$ cat src/hdl/sld_pkg.sv
// package for the sync/length/checksum deframer
// frame constants, phase and status codes, config struct; no dependencies
`timescale 1ns / 1ps
`default_nettype none
package sld_pkg;

  localparam logic [7:0] SyncFirst  = 8'hC6;
  localparam logic [7:0] SyncSecond = 8'hA2;
  localparam logic [7:0] SyncSum    = 8'(SyncFirst + SyncSecond);

  // the enable mask has one bit per command below this value
  localparam int unsigned MaskBits = 32;

  // register indexes on the configuration port
  localparam logic RegCommandLimit = 1'b0;
  localparam logic RegHandlerMask  = 1'b1;

  typedef enum logic [4:0] {
    PH_SYNC1    = 5'b00001,
    PH_SYNC2    = 5'b00010,
    PH_LENGTH   = 5'b00100,
    PH_PAYLOAD  = 5'b01000,
    PH_CHECKSUM = 5'b10000
  } phase_t;

  typedef enum logic [1:0] {
    ST_DELIVERED  = 2'd0,
    ST_BAD_SUM    = 2'd1,
    ST_CMD_RANGE  = 2'd2,
    ST_NO_HANDLER = 2'd3
  } status_t;

  typedef struct packed {
    logic [5:0]  command_limit;
    logic [31:0] handler_enable_mask;
  } cfg_t;

endpackage
`default_nettype wire

$ cat src/hdl/sld_chan_if.sv
// valid/ready channels of the deframer: received byte beats in, result beats out
// no dependencies
`timescale 1ns / 1ps
`default_nettype none
interface sld_byte_if;
  logic       valid;
  logic       ready;
  logic [7:0] rx_byte;

  modport source (output valid, output rx_byte, input ready);
  modport sink   (input valid, input rx_byte, output ready);
endinterface

interface sld_result_if;
  logic       valid;
  logic       ready;
  logic [7:0] data_byte;
  logic [6:0] position;
  logic [7:0] frame_length;
  logic       last;
  logic [1:0] frame_status;

  modport source (output valid, output data_byte, output position, output frame_length,
                  output last, output frame_status, input ready);
  modport sink   (input valid, input data_byte, input position, input frame_length,
                  input last, input frame_status, output ready);
endinterface
`default_nettype wire

$ cat src/hdl/sld_cfg_regs.sv
// apb register file: command limit and handler enable mask
// depends on sld_pkg
`timescale 1ns / 1ps
`default_nettype none
module sld_cfg_regs (
  input  wire logic         clk,
  input  wire logic         rst,
  input  wire logic         psel,
  input  wire logic         penable,
  input  wire logic         pwrite,
  input  wire logic [2:0]   paddr,
  input  wire logic [31:0]  pwdata,
  output logic      [31:0]  prdata,
  output logic              pready,
  output sld_pkg::cfg_t     cfg
);
  import sld_pkg::*;

  logic       wr_en;
  logic       reg_sel;
  logic [5:0] command_limit;
  logic [31:0] handler_enable_mask;

  // low address bits are the byte offset within a word
  assign reg_sel = paddr[2];
  assign wr_en   = psel && penable && pwrite && pready;
  assign pready  = 1'b1;

  always_ff @(posedge clk) begin
    if (rst) begin
      command_limit       <= 6'd32;
      handler_enable_mask <= '0;
    end else if (wr_en) begin
      unique case (reg_sel)
        RegCommandLimit: command_limit       <= pwdata[5:0];
        RegHandlerMask:  handler_enable_mask <= pwdata;
        default: ;
      endcase
    end
  end

  always_comb begin
    unique case (reg_sel)
      RegCommandLimit: prdata = {26'd0, command_limit};
      RegHandlerMask:  prdata = handler_enable_mask;
      default:         prdata = '0;
    endcase
  end

  assign cfg.command_limit       = command_limit;
  assign cfg.handler_enable_mask = handler_enable_mask;

endmodule
`default_nettype wire

$ cat src/hdl/sld_parser.sv
// frame parser: input register, phase machine with running sum, result register
// depends on sld_pkg and sld_chan_if
`timescale 1ns / 1ps
`default_nettype none
module sld_parser #(
  parameter int unsigned MAX_PAYLOAD   = 128,
  parameter int unsigned COMMAND_SLOTS = 32
) (
  input  wire logic     clk,
  input  wire logic     rst,
  input  wire sld_pkg::cfg_t cfg,
  sld_byte_if.sink      rx,
  sld_result_if.source  res
);
  import sld_pkg::*;

  localparam logic [8:0] MaxLen = 9'(MAX_PAYLOAD);
  localparam logic [6:0] Slots  = 7'(COMMAND_SLOTS);

  // input register
  logic       in_valid;
  logic [7:0] in_byte;

  // frame state
  phase_t     phase, phase_next;
  logic [7:0] expected_length, expected_length_next;
  logic [7:0] received_count, received_count_next;
  logic [7:0] running_sum, running_sum_next;
  logic [7:0] command_byte, command_byte_next;

  // result register
  logic       out_valid;
  logic [7:0] out_data;
  logic [6:0] out_pos;
  logic [7:0] out_len;
  logic       out_last;
  status_t    out_status;

  logic       advance;
  logic       emit;
  logic [7:0] emit_data;
  logic [6:0] emit_pos;
  logic       emit_last;
  status_t    emit_status;
  logic [7:0] count_inc;
  logic [6:0] limit_eff;
  status_t    end_status;

  // pipeline moves whenever the result register is empty or being drained
  assign advance  = !out_valid || res.ready;
  assign rx.ready = !in_valid || advance;

  assign count_inc = received_count + 8'd1;
  assign limit_eff = ({1'b0, cfg.command_limit} > Slots) ? Slots : {1'b0, cfg.command_limit};

  always_comb begin
    if (~running_sum != in_byte) begin
      end_status = ST_BAD_SUM;
    end else if (command_byte >= {1'b0, limit_eff}) begin
      end_status = ST_CMD_RANGE;
    end else if (command_byte >= 8'(MaskBits)) begin
      end_status = ST_NO_HANDLER;
    end else if (!cfg.handler_enable_mask[command_byte[4:0]]) begin
      end_status = ST_NO_HANDLER;
    end else begin
      end_status = ST_DELIVERED;
    end
  end

  always_comb begin
    phase_next           = phase;
    expected_length_next = expected_length;
    received_count_next  = received_count;
    running_sum_next     = running_sum;
    command_byte_next    = command_byte;
    emit                 = 1'b0;
    emit_data            = in_byte;
    emit_pos             = received_count[6:0];
    emit_last            = 1'b0;
    emit_status          = ST_DELIVERED;
    unique case (phase)
      PH_SYNC2: begin
        if (in_byte == SyncSecond) begin
          running_sum_next = SyncSum;
          phase_next       = PH_LENGTH;
        end else begin
          phase_next = PH_SYNC1;
        end
      end
      PH_LENGTH: begin
        if (in_byte == 8'd0 || {1'b0, in_byte} > MaxLen) begin
          phase_next = PH_SYNC1;
        end else begin
          expected_length_next = in_byte;
          received_count_next  = 8'd0;
          running_sum_next     = running_sum + in_byte;
          phase_next           = PH_PAYLOAD;
        end
      end
      PH_PAYLOAD: begin
        if (received_count == 8'd0) begin
          command_byte_next = in_byte;
        end
        running_sum_next    = running_sum + in_byte;
        emit                = 1'b1;
        received_count_next = count_inc;
        if (count_inc >= expected_length) begin
          phase_next = PH_CHECKSUM;
        end
      end
      PH_CHECKSUM: begin
        emit        = 1'b1;
        emit_data   = command_byte;
        emit_pos    = 7'd0;
        emit_last   = 1'b1;
        emit_status = end_status;
        phase_next  = PH_SYNC1;
      end
      default: begin
        phase_next = (in_byte == SyncFirst) ? PH_SYNC2 : PH_SYNC1;
      end
    endcase
  end

  always_ff @(posedge clk) begin
    if (rst) begin
      in_valid <= 1'b0;
    end else if (rx.ready) begin
      in_valid <= rx.valid;
    end
  end

  always_ff @(posedge clk) begin
    if (rx.ready) begin
      in_byte <= rx.rx_byte;
    end
  end

  always_ff @(posedge clk) begin
    if (rst) begin
      phase           <= PH_SYNC1;
      expected_length <= '0;
      received_count  <= '0;
      running_sum     <= '0;
      command_byte    <= '0;
      out_valid       <= 1'b0;
    end else if (advance) begin
      out_valid <= in_valid && emit;
      if (in_valid) begin
        phase           <= phase_next;
        expected_length <= expected_length_next;
        received_count  <= received_count_next;
        running_sum     <= running_sum_next;
        command_byte    <= command_byte_next;
      end
    end
  end

  always_ff @(posedge clk) begin
    if (advance && in_valid && emit) begin
      out_data   <= emit_data;
      out_pos    <= emit_pos;
      out_len    <= expected_length;
      out_last   <= emit_last;
      out_status <= emit_status;
    end
  end

  assign res.valid        = out_valid;
  assign res.data_byte    = out_data;
  assign res.position     = out_pos;
  assign res.frame_length = out_len;
  assign res.last         = out_last;
  assign res.frame_status = out_status;

endmodule
`default_nettype wire

$ cat src/hdl/sync_length_checksum_deframer.sv
// top level of the frame deframer: apb registers plus the frame parser
// depends on sld_pkg, sld_chan_if, sld_cfg_regs, sld_parser
//
// frames are 0xC6, 0xA2, length (1..MAX_PAYLOAD), payload, checksum, where the
// checksum is the inverse of the 8-bit sum of the sync bytes, length and payload.
// rx carries one received byte per beat. res carries one beat per payload byte
// (data_byte with its position, last low) and one end beat on the checksum byte
// (command byte, last high, frame_status). a frame's payload beats count only
// when its end beat says delivered; otherwise downstream drops them.
// sync, length and a bad length produce no beat.
// a payload or checksum byte reaches res through the input register, then the
// result register. one byte is taken every cycle unless res stalls, set by the
// phase update and running sum, which both update with each byte taken.
// when res stalls, the result register holds and rx.ready stays high only while
// the input register is empty, so at most one byte waits inside.
// reset clears the phase to sync search, all counters and sums, and the
// registers to command_limit 32 and an empty handler mask.
// configuration is written over apb at byte address 0 (limit) and 4 (mask).
`timescale 1ns / 1ps
`default_nettype none
module sync_length_checksum_deframer #(
  parameter int unsigned MAX_PAYLOAD   = 128,
  parameter int unsigned COMMAND_SLOTS = 32
) (
  input  wire logic        clk,
  input  wire logic        rst,
  input  wire logic        psel,
  input  wire logic        penable,
  input  wire logic        pwrite,
  input  wire logic [2:0]  paddr,
  input  wire logic [31:0] pwdata,
  output logic      [31:0] prdata,
  output logic             pready,
  sld_byte_if.sink         rx,
  sld_result_if.source     res
);
  import sld_pkg::*;

  cfg_t cfg;

  sld_cfg_regs u_cfg (
    .clk     (clk),
    .rst     (rst),
    .psel    (psel),
    .penable (penable),
    .pwrite  (pwrite),
    .paddr   (paddr),
    .pwdata  (pwdata),
    .prdata  (prdata),
    .pready  (pready),
    .cfg     (cfg)
  );

  sld_parser #(
    .MAX_PAYLOAD   (MAX_PAYLOAD),
    .COMMAND_SLOTS (COMMAND_SLOTS)
  ) u_parser (
    .clk (clk),
    .rst (rst),
    .cfg (cfg),
    .rx  (rx),
    .res (res)
  );

endmodule
`default_nettype wire

$ cat src/flat_wrapper.sv
// flat-port wrapper written by rule: the top's interface ports become plain ports
module sync_length_checksum_deframer_flat import sld_pkg::*;
#(
  parameter int unsigned MAX_PAYLOAD   = 128,
  parameter int unsigned COMMAND_SLOTS = 32
)
  (clk, rst, psel, penable, pwrite, paddr, pwdata, prdata, pready, rx_valid, rx_rx_byte, rx_ready, res_valid, res_data_byte, res_position, res_frame_length, res_last, res_frame_status, res_ready);
  sld_byte_if rx_i ();
  sld_result_if res_i ();
  input  wire logic clk;
  input  wire logic rst;
  input  wire logic psel;
  input  wire logic penable;
  input  wire logic pwrite;
  input  wire logic [2:0] paddr;
  input  wire logic [31:0] pwdata;
  output logic      [31:0] prdata;
  output logic pready;
  input wire logic [$bits(rx_i.valid)-1:0] rx_valid;
  input wire logic [$bits(rx_i.rx_byte)-1:0] rx_rx_byte;
  output wire logic [$bits(rx_i.ready)-1:0] rx_ready;
  output wire logic [$bits(res_i.valid)-1:0] res_valid;
  output wire logic [$bits(res_i.data_byte)-1:0] res_data_byte;
  output wire logic [$bits(res_i.position)-1:0] res_position;
  output wire logic [$bits(res_i.frame_length)-1:0] res_frame_length;
  output wire logic [$bits(res_i.last)-1:0] res_last;
  output wire logic [$bits(res_i.frame_status)-1:0] res_frame_status;
  input wire logic [$bits(res_i.ready)-1:0] res_ready;
  assign rx_i.valid = rx_valid;
  assign rx_i.rx_byte = rx_rx_byte;
  assign rx_ready = rx_i.ready;
  assign res_valid = res_i.valid;
  assign res_data_byte = res_i.data_byte;
  assign res_position = res_i.position;
  assign res_frame_length = res_i.frame_length;
  assign res_last = res_i.last;
  assign res_frame_status = res_i.frame_status;
  assign res_i.ready = res_ready;
  sync_length_checksum_deframer #(.MAX_PAYLOAD(MAX_PAYLOAD), .COMMAND_SLOTS(COMMAND_SLOTS)) u_core (.clk(clk), .rst(rst), .psel(psel), .penable(penable), .pwrite(pwrite), .paddr(paddr), .pwdata(pwdata), .prdata(prdata), .pready(pready), .rx(rx_i), .res(res_i));
endmodule
$ cat config.mk
export PLATFORM = sky130hd
export DESIGN_NAME = sync_length_checksum_deframer_flat
export DESIGN_NICKNAME = d
export VERILOG_FILES = /design/src/hdl/sld_pkg.sv /design/src/hdl/sld_chan_if.sv /design/src/hdl/sld_cfg_regs.sv /design/src/hdl/sld_parser.sv /design/src/hdl/sync_length_checksum_deframer.sv /design/src/flat_wrapper.sv
export SDC_FILE = /design/constraint.sdc
export NUM_CORES = 1
export LEC_CHECK = 0
export BUFFER_PORTS_ARGS = -buffer_cell sky130_fd_sc_hd__buf_2
export CAP_MARGIN = 25
export CORE_ASPECT_RATIO = 1.1
export CORE_MARGIN = 4
export CORE_UTILIZATION = 60
export CTS_BUF_LIST = sky130_fd_sc_hd__clkbuf_16
export CTS_CLUSTER_DIAMETER = 150
export DETAILED_ROUTE_END_ITERATION = 10
export PLACE_DENSITY = 0.86
export SYNTH_ARGS = -nofsm -noshare
export SYNTH_HDL_FRONTEND = slang
export SYNTH_SLANG_ARGS = --single-unit
$ cat constraint.sdc
create_clock -name clk -period 5.8 [get_ports clk]
set_input_delay 1.16 -clock clk [delete_from_list [all_inputs] [get_ports clk]]
set_output_delay 1.16 -clock clk [all_outputs]
set_load 0.02 [all_outputs]
==> impl_metrics.csv, run 1 <==
group,metric,value,unit
timing,hold_violations,0,
logic_synthesis,synthCells,579,
die,rows,36,
power,vdd.ir_drop.worst,0.1673,mV
timing,rsz0062_at_grt,"no",
clock_tree,cts_tree,"built",
power,power_per_unit_of_standard_cell_area,232.9,nW/µm²
logic_synthesis,synth.cell_area,5535,µm²
timing,slew_headroom,44.19,%
route,drtAntennaViolNets,0,
setup_path,worst_r2r_startpoint,"u_core.u_parser.received_count[0]",
logic_synthesis,syn_avg_cell_area,9.560,µm²
logic_synthesis,postSynthRegisterBits,111,
grt,number_of_antenna_violations_at_the_first_check_in_global_routing,0,
min_path,holdCritPathClass,"register to register",
setup_path,timing.reg2reg.setup_slack,2.65,ns
timing,drv_slew,0,
setup_path,worst_setup_path_endpoint,"prdata[2]",
placement,place_hpwl,9.574,mm
setup_path,worst-path-max-fanout,36,
clock_tree,cts_max_level,3,
finish,fillers,641,
finish,layout_utilization,72.11,%
die,design.die.area,10830,µm²
logic_synthesis,synth_warnings,0,
placement,placement.cell_area,6150,µm²
timing,finalSetupTns,0,ns
grt,maximum_number_of_pins_on_one_net_before_global_route_repair,76,
route,drc,0,
placement,portBuffers,107,
finish,layout.cell_area.non_filler,6431,µm²
grt,total_global_route_track_usage,25.23,%
status,outcome,"finished clean",
setup_path,reg2regPathDepth,10,
timing,timing_worst_slew_pin_value,0.8346,ns
clock_tree,clk-insertion-delay-late,0.35,ns
placement,finalWeightedCongestion,0.9028,
finish,antenna_cells,0,
setup_path,worst_setup_sp,"paddr[2]",
timing,shortest_clock_period_the_worst_path_allows_after_layout,3.331,ns
placement,place_ws,2.485,ns
clock_tree,holdBufCountCts,0,
setup_path,worst_r2r_endpoint,"u_core.u_parser.phase[0]",
clock_tree,cts_buffers,9,
clock_tree,cts_buffer_depth,2,
finish,share_of_cells_above_drive_strength_1,23.34,%
timing,hold-worst-slack,0.4717,ns
min_path,worst_hold_path.num_cells,2,
route,routed_wire_length_per_instance,17.02,µm
logic_synthesis,synth.distinct_cells,60,
logic_synthesis,synth_flop_cell,"dfxtp_1",
die,fp.dieH,108.7,µm
setup_path,data_required_critical_path,4.64,ns
die,die_w,99.58,µm
setup_path,critical_path_arrival,2.17,ns
run,maxCapViolCount,0,
route,drt_first_pass_iters,5,
route,dr_total_vias,4736,
clock_tree,numClockSinks,111,
finish,area_growth,16.18,%
finish,finalNetCount,746,
die,initial_utilization,62.07,%
setup_path,crit_path_end_kind,"primary output",
grt,global_route_wire_length_before_repair,22.08,mm
timing,timing.clock.skew,0.009014,ns
setup_path,worst_setup_path_start_kind,"input pin",
route,drt-vias-per-instance,5.987,
grt,global_route.overflow_total,0,
timing,layout_worst_path_cycle_share,57.42,%
clock_tree,clk_pin_slew_worst_paths,0.08,ns
die,ios,111,
die,core_region_area,8919,µm²
logic_synthesis,postSynth.asyncResetShare,0,%
logic_synthesis,net_count_of_the_mapped_netlist,653,
power,p_leak,2.612,nW
logic_synthesis,synth_enable_flop_cells,34,
logic_synthesis,ys_seq_area_share,46.29,%
grt,grt_pass1_vias,4665,
clock_tree,cts_setup_buffers,0,
timing,final-setup-viol-count,0,
timing,layout_setup_ws,2.469,ns
route,number_of_design_rule_violations_left_by_the_first_detailed_router_iteration,446,
timing,fmax,0.3002,GHz
route,wl,13.46,mm
setup_path,critPathKind,"input pin to primary output",
clock_tree,post_cts_resize_count,0,
clock_tree,clockRootBuffer,"clkbuf_16",
area by class of cell:
class / instances / area, µm² / share of cell area [%]
multi-input cells: 418 / 2780 / 43.23
flip-flops and latches: 111 / 2562 / 39.84
repair buffers: 111 / 585.6 / 9.105
clock buffers: 9 / 225.2 / 3.502
well taps: 114 / 142.6 / 2.218
inverters: 21 / 78.83 / 1.226
clock inverters: 7 / 56.30 / 0.8755
synth_stat cells (3+ instances only):
| cell | number | share of area [%] |
|---|---|---|
| o221a_2 | 3 | 0.61 |
| mux2i_1 | 26 | 4.7 |
| ha_1 | 23 | 5.2 |
| nand3_1 | 12 | 1.1 |
| o211ai_1 | 4 | 0.54 |
| or3_1 | 4 | 0.45 |
| nor3_1 | 8 | 0.72 |
| buf_2 | 3 | 0.27 |
| and3_1 | 3 | 0.34 |
| xor2_1 | 5 | 0.79 |
| nor3b_1 | 5 | 0.68 |
| mux4_2 | 6 | 2.4 |
| nor2_1 | 43 | 2.9 |
| a21o_1 | 3 | 0.41 |
| xnor2_1 | 5 | 0.79 |
| nand2b_1 | 4 | 0.45 |
| a211oi_1 | 3 | 0.41 |
| nand2_1 | 88 | 6.0 |
| edfxtp_1 | 34 | 18 |
| dfxtp_1 | 77 | 28 |
| inv_1 | 20 | 1.4 |
| a31oi_1 | 3 | 0.34 |
| nor2b_1 | 6 | 0.68 |
| a21oi_1 | 48 | 4.3 |
| clkbuf_1 | 21 | 1.4 |
| and2_1 | 34 | 3.8 |
| nand3b_1 | 4 | 0.54 |
| a2111oi_0 | 3 | 0.47 |
| nor4b_1 | 4 | 0.63 |
| o21ai_0 | 18 | 1.6 |
| buf_1 | 3 | 0.20 |
| mux2_2 | 12 | 2.4 |
| nand4_1 | 6 | 0.68 |
worst max-delay path: stages:
cell	delay, ns
buf_2	0.44
mux2_2	0.41
buf_2	0.16
cells in the final DEF, fill, tap and decap left out, types with 3 or more instances in the layout:
| cell type | instances |
|---|---|
| a2111oi_0 | 3 |
| a211oi_1 | 3 |
| a21o_1 | 3 |
| a21oi_1 | 47 |
| a31oi_1 | 3 |
| and2_1 | 34 |
| and3_1 | 3 |
| buf_2 | 107 |
| buf_4 | 3 |
| clkbuf_16 | 9 |
| dfxtp_1 | 77 |
| edfxtp_1 | 34 |
| ha_1 | 23 |
| inv_1 | 20 |
| mux2_2 | 12 |
| mux2i_1 | 26 |
| mux4_2 | 6 |
| nand2_1 | 88 |
| nand2b_1 | 4 |
| nand3_1 | 12 |
| nand3b_1 | 4 |
| nand4_1 | 6 |
| nor2_1 | 42 |
| nor2b_1 | 6 |
| nor3_1 | 8 |
| nor3b_1 | 5 |
| nor4b_1 | 4 |
| o211ai_1 | 4 |
| o21ai_0 | 18 |
| o221a_2 | 3 |
| or3_1 | 4 |
| xnor2_1 | 5 |
| xor2_1 | 5 |
report_power, final:
part | internal, mW | switching (mW) | total, mW | leakage, nW
clock | 0.298 | 0.293 | 0.591 | 0.142
combinational | 0.0351 | 0.0503 | 0.0854 | 1.52
sequential | 0.807 | 0.0148 | 0.821 | 0.948
total | 1.14 | 0.358 | 1.50 | 2.61
stage by stage:
step | std cells | total power, mW
2_1_floorplan | 579 | 0.8849
3_3_place_gp | 774 | 0.9174
3_5_place_dp | 775 | 0.9225
4_1_cts | 791 | 1.496
5_1_grt | 791 | 1.541
6_report | 791 | 1.498
worst min path at each step:
stage,start,endpoint,slack [ns]
4_1_cts,u_core.u_cfg.handler_enable_mask[11],u_core.u_cfg.handler_enable_mask[11],0.47
6_report,u_core.u_cfg.handler_enable_mask[6],u_core.u_cfg.handler_enable_mask[6],0.47
3_5_place_dp,u_core.u_parser.expected_length[1],u_core.u_parser.res.frame_length[1],0.45
2_1_floorplan,u_core.u_parser.expected_length[4],u_core.u_parser.res.frame_length[4],0.43
3_3_place_gp,u_core.u_parser.expected_length[3],u_core.u_parser.res.frame_length[3],0.45
5_1_grt,u_core.u_cfg.handler_enable_mask[12],u_core.u_cfg.handler_enable_mask[12],0.49
registers in the layout, indices dropped and copies added (netlist names), 2 cells and up:
name	cells
u_core.u_parser.res.frame_length	8
u_core.u_cfg.handler_enable_mask	32
u_core.u_parser.expected_length	8
u_core.u_parser.res.position	7
u_core.u_parser.command_byte	8
u_core.u_parser.res.data_byte	8
u_core.u_parser.phase	5
u_core.u_parser.received_count	8
u_core.u_parser.res.frame_status	2
u_core.u_cfg.command_limit	6
u_core.u_parser.running_sum	8
u_core.u_parser.in_byte	8
kinds of logic after synthesis:
family,count (synthesis),share of synthesized area (%)
other,1,0.06775
adders and majority gates,24,5.561
and+or+nand+nor,234,21.20
xor gates and xnor gates,10,1.582
AOI/OAI and AO/OA,104,11.84
buffers and inverters,50,3.594
muxes,45,9.855
DFF,111,46.29
metal layers:
metal  GRT usage (%)  part of all wire, %  vias up
met5               0                    0        -
met4           8.585                  2.0        0
met3           5.374                  8.0       21
met2           42.03                   49      238
met1           32.73                   41     2239
li1                -                    -     2238
Note: power is estimated with default switching activity, not from simulation.
==> run 2, diff against run 1 <==
--- a/config.mk
+++ b/config.mk
@@ -5,15 +5,16 @@
 export SDC_FILE = /design/constraint.sdc
 export NUM_CORES = 1
 export LEC_CHECK = 0
+export ABC_AREA = 1
 export BUFFER_PORTS_ARGS = -buffer_cell sky130_fd_sc_hd__buf_2
 export CAP_MARGIN = 25
 export CORE_ASPECT_RATIO = 1.1
 export CORE_MARGIN = 4
-export CORE_UTILIZATION = 60
+export CORE_UTILIZATION = 50
 export CTS_BUF_LIST = sky130_fd_sc_hd__clkbuf_16
 export CTS_CLUSTER_DIAMETER = 150
 export DETAILED_ROUTE_END_ITERATION = 10
-export PLACE_DENSITY = 0.86
+export PLACE_DENSITY = 0.77
 export SYNTH_ARGS = -nofsm -noshare
 export SYNTH_HDL_FRONTEND = slang
 export SYNTH_SLANG_ARGS = --single-unit
==> constraint.sdc (replaced) <==
create_clock -name clk -period 2.9 [get_ports clk]
set_input_delay 0.58 -clock clk [delete_from_list [all_inputs] [get_ports clk]]
set_output_delay 0.58 -clock clk [all_outputs]
set_load 0.02 [all_outputs]
==> run 2 against run 1 <==
  * Register-to-register slack worse by 2.3 ns
  * Combinational power is 140% higher
  * Global-route usage down 4.7 points
  * Die area grew 18%
  * Worst hold slack got worse by 0.070 ns
==> impl_metrics.csv, run 2 <==
group,metric,value,unit
power,vdd.ir_drop.worst,0.2527,mV
route,highest_layer,"met4",
timing,final-setup-viol-count,0,
finish,area_growth,17.37,%
setup_path,reg2regPathDepth,14,
logic_synthesis,synth_top_cells_by_count,"nand2_1, inv_1, nor2_1",
setup_path,worst_setup_path_start_kind,"register",
setup_path,critical_path.cell_chain,"nand3_1 -> nand3b_1 -> nor3_1 -> xor2_1 -> inv_1 -> ha_1 -> nand2_1 -> inv_1 -> nor3_1 -> nand4_1 -> nand2_1 -> inv_1 -> nor2_1 -> nor2_1",
logic_synthesis,synth_flop_cell,"dfxtp_1",
die,core_region_area,10590,µm²
timing,finalSetupTns,0,ns
clock_tree,cts_tree,"built",
setup_path,timing.reg2reg.setup_slack,0.33,ns
logic_synthesis,postSynth.asyncResetShare,0,%
route,drtAntennaViolNets,0,
finish,finalNetCount,897,
logic_synthesis,yosysTopAreaCell,"dfxtp_1",
setup_path,critical_path.most_common_cell,"inv_1",
clock_tree,post_cts_resize_count,0,
clock_tree,clk_pin_slew_worst_paths,0.07,ns
grt,global_route.overflow_total,0,
route,drt-vias-per-instance,5.199,
power,internal_power_summed_over_all_cells,2.377,mW
clock_tree,numClockSinks,111,
clock_tree,cts_setup_buffers,0,
route,dr_total_vias,5048,
logic_synthesis,postSynthRegisterBits,111,
clock_tree,cts_buffers,9,
power,pwr-share-seq,53.1,%
power,power_per_unit_of_standard_cell_area,480.3,nW/µm²
setup_path,crit_buf_inv,3,
grt,grt_pass1_vias,4682,
placement,dpl.cell_count,955,
clock_tree,clk-insertion-delay-late,0.35,ns
logic_synthesis,synthCells,724,
clock_tree,cts_max_level,3,
route,routed_wire_length_per_instance,13.37,µm
die,die_w,108.2,µm
timing,drv_slew,0,
finish,layout_commonest_cell,"nand2_1",
clock_tree,clockRootBuffer,"clkbuf_16",
timing,shortest_clock_period_the_worst_path_allows_after_layout,2.575,ns
setup_path,data_required_critical_path,3.14,ns
finish,final_cell_count_no_fill,971,
route,route.layer.met1.wl,5.620,mm
logic_synthesis,ys_seq_area_share,46.43,%
power,clock_share_of_power,40.2,%
power,p_leak,3.163,nW
finish,top_library_cells_by_usage_in_the_layout_fill_and_taps_aside,"nand2_1, buf_2, inv_1",
grt,maximum_number_of_pins_on_one_net_before_global_route_repair,40,
power,netSwitchingFraction,23.58,%
min_path,holdCritPathClass,"input pin to register",
grt,global_route_wire_length_before_repair,21.25,mm
grt,number_of_antenna_violations_at_the_first_check_in_global_routing,0,
timing,slew_headroom,36.82,%
logic_synthesis,synth_warnings,0,
logic_synthesis,syn_avg_cell_area,7.623,µm²
status,outcome,"finished clean",
route,wl,12.98,mm
die,rows,39,
logic_synthesis,synth_top_cells_by_area,"dfxtp_1, edfxtp_1, nand2_1",
placement,portBuffers,107,
logic_synthesis,synth_enable_flop_cells,34,
finish,largest_register_ff_count,32,
timing,fmax,0.3884,GHz
power,net-switching-power,0.7336,mW
placement,finalWeightedCongestion,0.9419,
setup_path,critical_path_arrival,2.81,ns
clock_tree,cts_buffer_depth,2,
die,design.die.area,12780,µm²
route,drc,0,
setup_path,cpMaxStageDelayCell,"dfxtp_1",
setup_path,path_depth,14,
timing,layout_worst_path_cycle_share,88.78,%
clock_tree,holdBufCountCts,0,
logic_synthesis,synth_most_common_cell,"nand2_1",
logic_synthesis,synth.cell_area,5519,µm²
die,initial_utilization,52.12,%
route,number_of_design_rule_violations_left_by_the_first_detailed_router_iteration,272,
timing,rsz0062_at_grt,"no",
finish,largest-register,"u_core.u_cfg.handler_enable_mask",
finish,layout_utilization,61.17,%
power,combinationalPowerShare,6.6,%
placement,placement.cell_area,6176,µm²
route,drt_first_pass_iters,6,
min_path,worst_hold_path.num_cells,1,
finish,antenna_cells,0,
logic_synthesis,synth_top_area_share,27.93,%
route,wl_met2,6.115,mm
timing,timing_worst_slew_pin_value,0.9467,ns
setup_path,critPathTopFamily,"simple AND/OR/NAND/NOR gates",
logic_synthesis,synth.distinct_cells,38,
placement,place_hpwl,9.528,mm
timing,timing.clock.skew,0.01084,ns
timing,hold_violations,0,
setup_path,critPathKind,"register to register",
logic_synthesis,net_count_of_the_mapped_netlist,798,
route,route.met3.wl,931,µm
setup_path,crit_path_end_kind,"register",
die,ios,111,
setup_path,worst-path-max-fanout,7,
die,fp.dieH,118.2,µm
setup_path,cpPeakStageDelay,0.45,ns
grt,total_global_route_track_usage,20.48,%
finish,share_of_cells_above_drive_strength_1,18.48,%
finish,layout.cell_area.non_filler,6477,µm²
run,maxCapViolCount,0,
-- run 2: cell count changes after synthesis, moves of 25 or more --
| cell | before | now |
|---|---|---|
| nor2_1 | 43 | 90 |
| inv_1 | 20 | 91 |
| o21ai_0 | 18 | 74 |
| mux2i_1 | 26 | 0 |
| and2_1 | 34 | 0 |
| nand2_1 | 88 | 154 |
| nand3_1 | 12 | 37 |
-- run 2: cell type report --
class                      count  area, µm²
multi-input combinational    485       2462
timing repair buffer         113      580.6
clock inverter                 7      76.32
inverter                     103      391.6
clock buffer                   9      225.2
tap                          143      178.9
fill                         950       4111
sequential                   111       2562
-- run 2: cells by family after synthesis --
family	Yosys count	synth area share, %
adders and majority gates	24	5.577
and+or+nand+nor	317	24.91
buffers and inverters	128	9.000
AOI/OAI and AO/OA	132	12.26
xor gates and xnor gates	11	1.746
other	1	0.06795
DFF	111	46.43
-- run 2: worst paths after layout --
check,from,end
setup / recovery,u_core.u_parser.received_count[0],u_core.u_parser.phase[2]
hold / removal,rx_rx_byte[5],u_core.u_parser.in_byte[5]
setup reg to reg,u_core.u_parser.received_count[0],u_core.u_parser.phase[2]
hold reg to reg,u_core.u_parser.expected_length[4],u_core.u_parser.res.frame_length[4]
-- run 2: routing by layer --
layer  global-route usage, %  vias to the layer above
met1                   26.50                     2301
li1                        -                     2532
met5                       0                        -
met3                   5.234                       32
met2                   32.39                      183
met4                   8.840                        0
-- run 2: power by group through the flow --
stage                     Combinational (mW)  Clock (mW)  Sequential, mW
after global routing                   0.232        1.33            1.66
after global placement                 0.199           0            1.69
after CTS                              0.205        1.27            1.65
after floorplan                        0.133           0            1.68
after detailed placement               0.204           0            1.69
final                                  0.206        1.25            1.65
-- run 2: through the flow --
| step | setup slack (ns) | power [mW] | hold WS, ns |
|---|---|---|---|
| after CTS | 0.3525 | 3.126 | 0.3944 |
| final | 0.3254 | 3.111 | 0.4014 |
| after global routing | 0.1449 | 3.215 | 0.3901 |
| after floorplan | 0.4205 | 1.811 | 0.4082 |
| after global placement | 0.4943 | 1.886 | 0.4194 |
| after detailed placement | 0.4039 | 1.892 | 0.4188 |
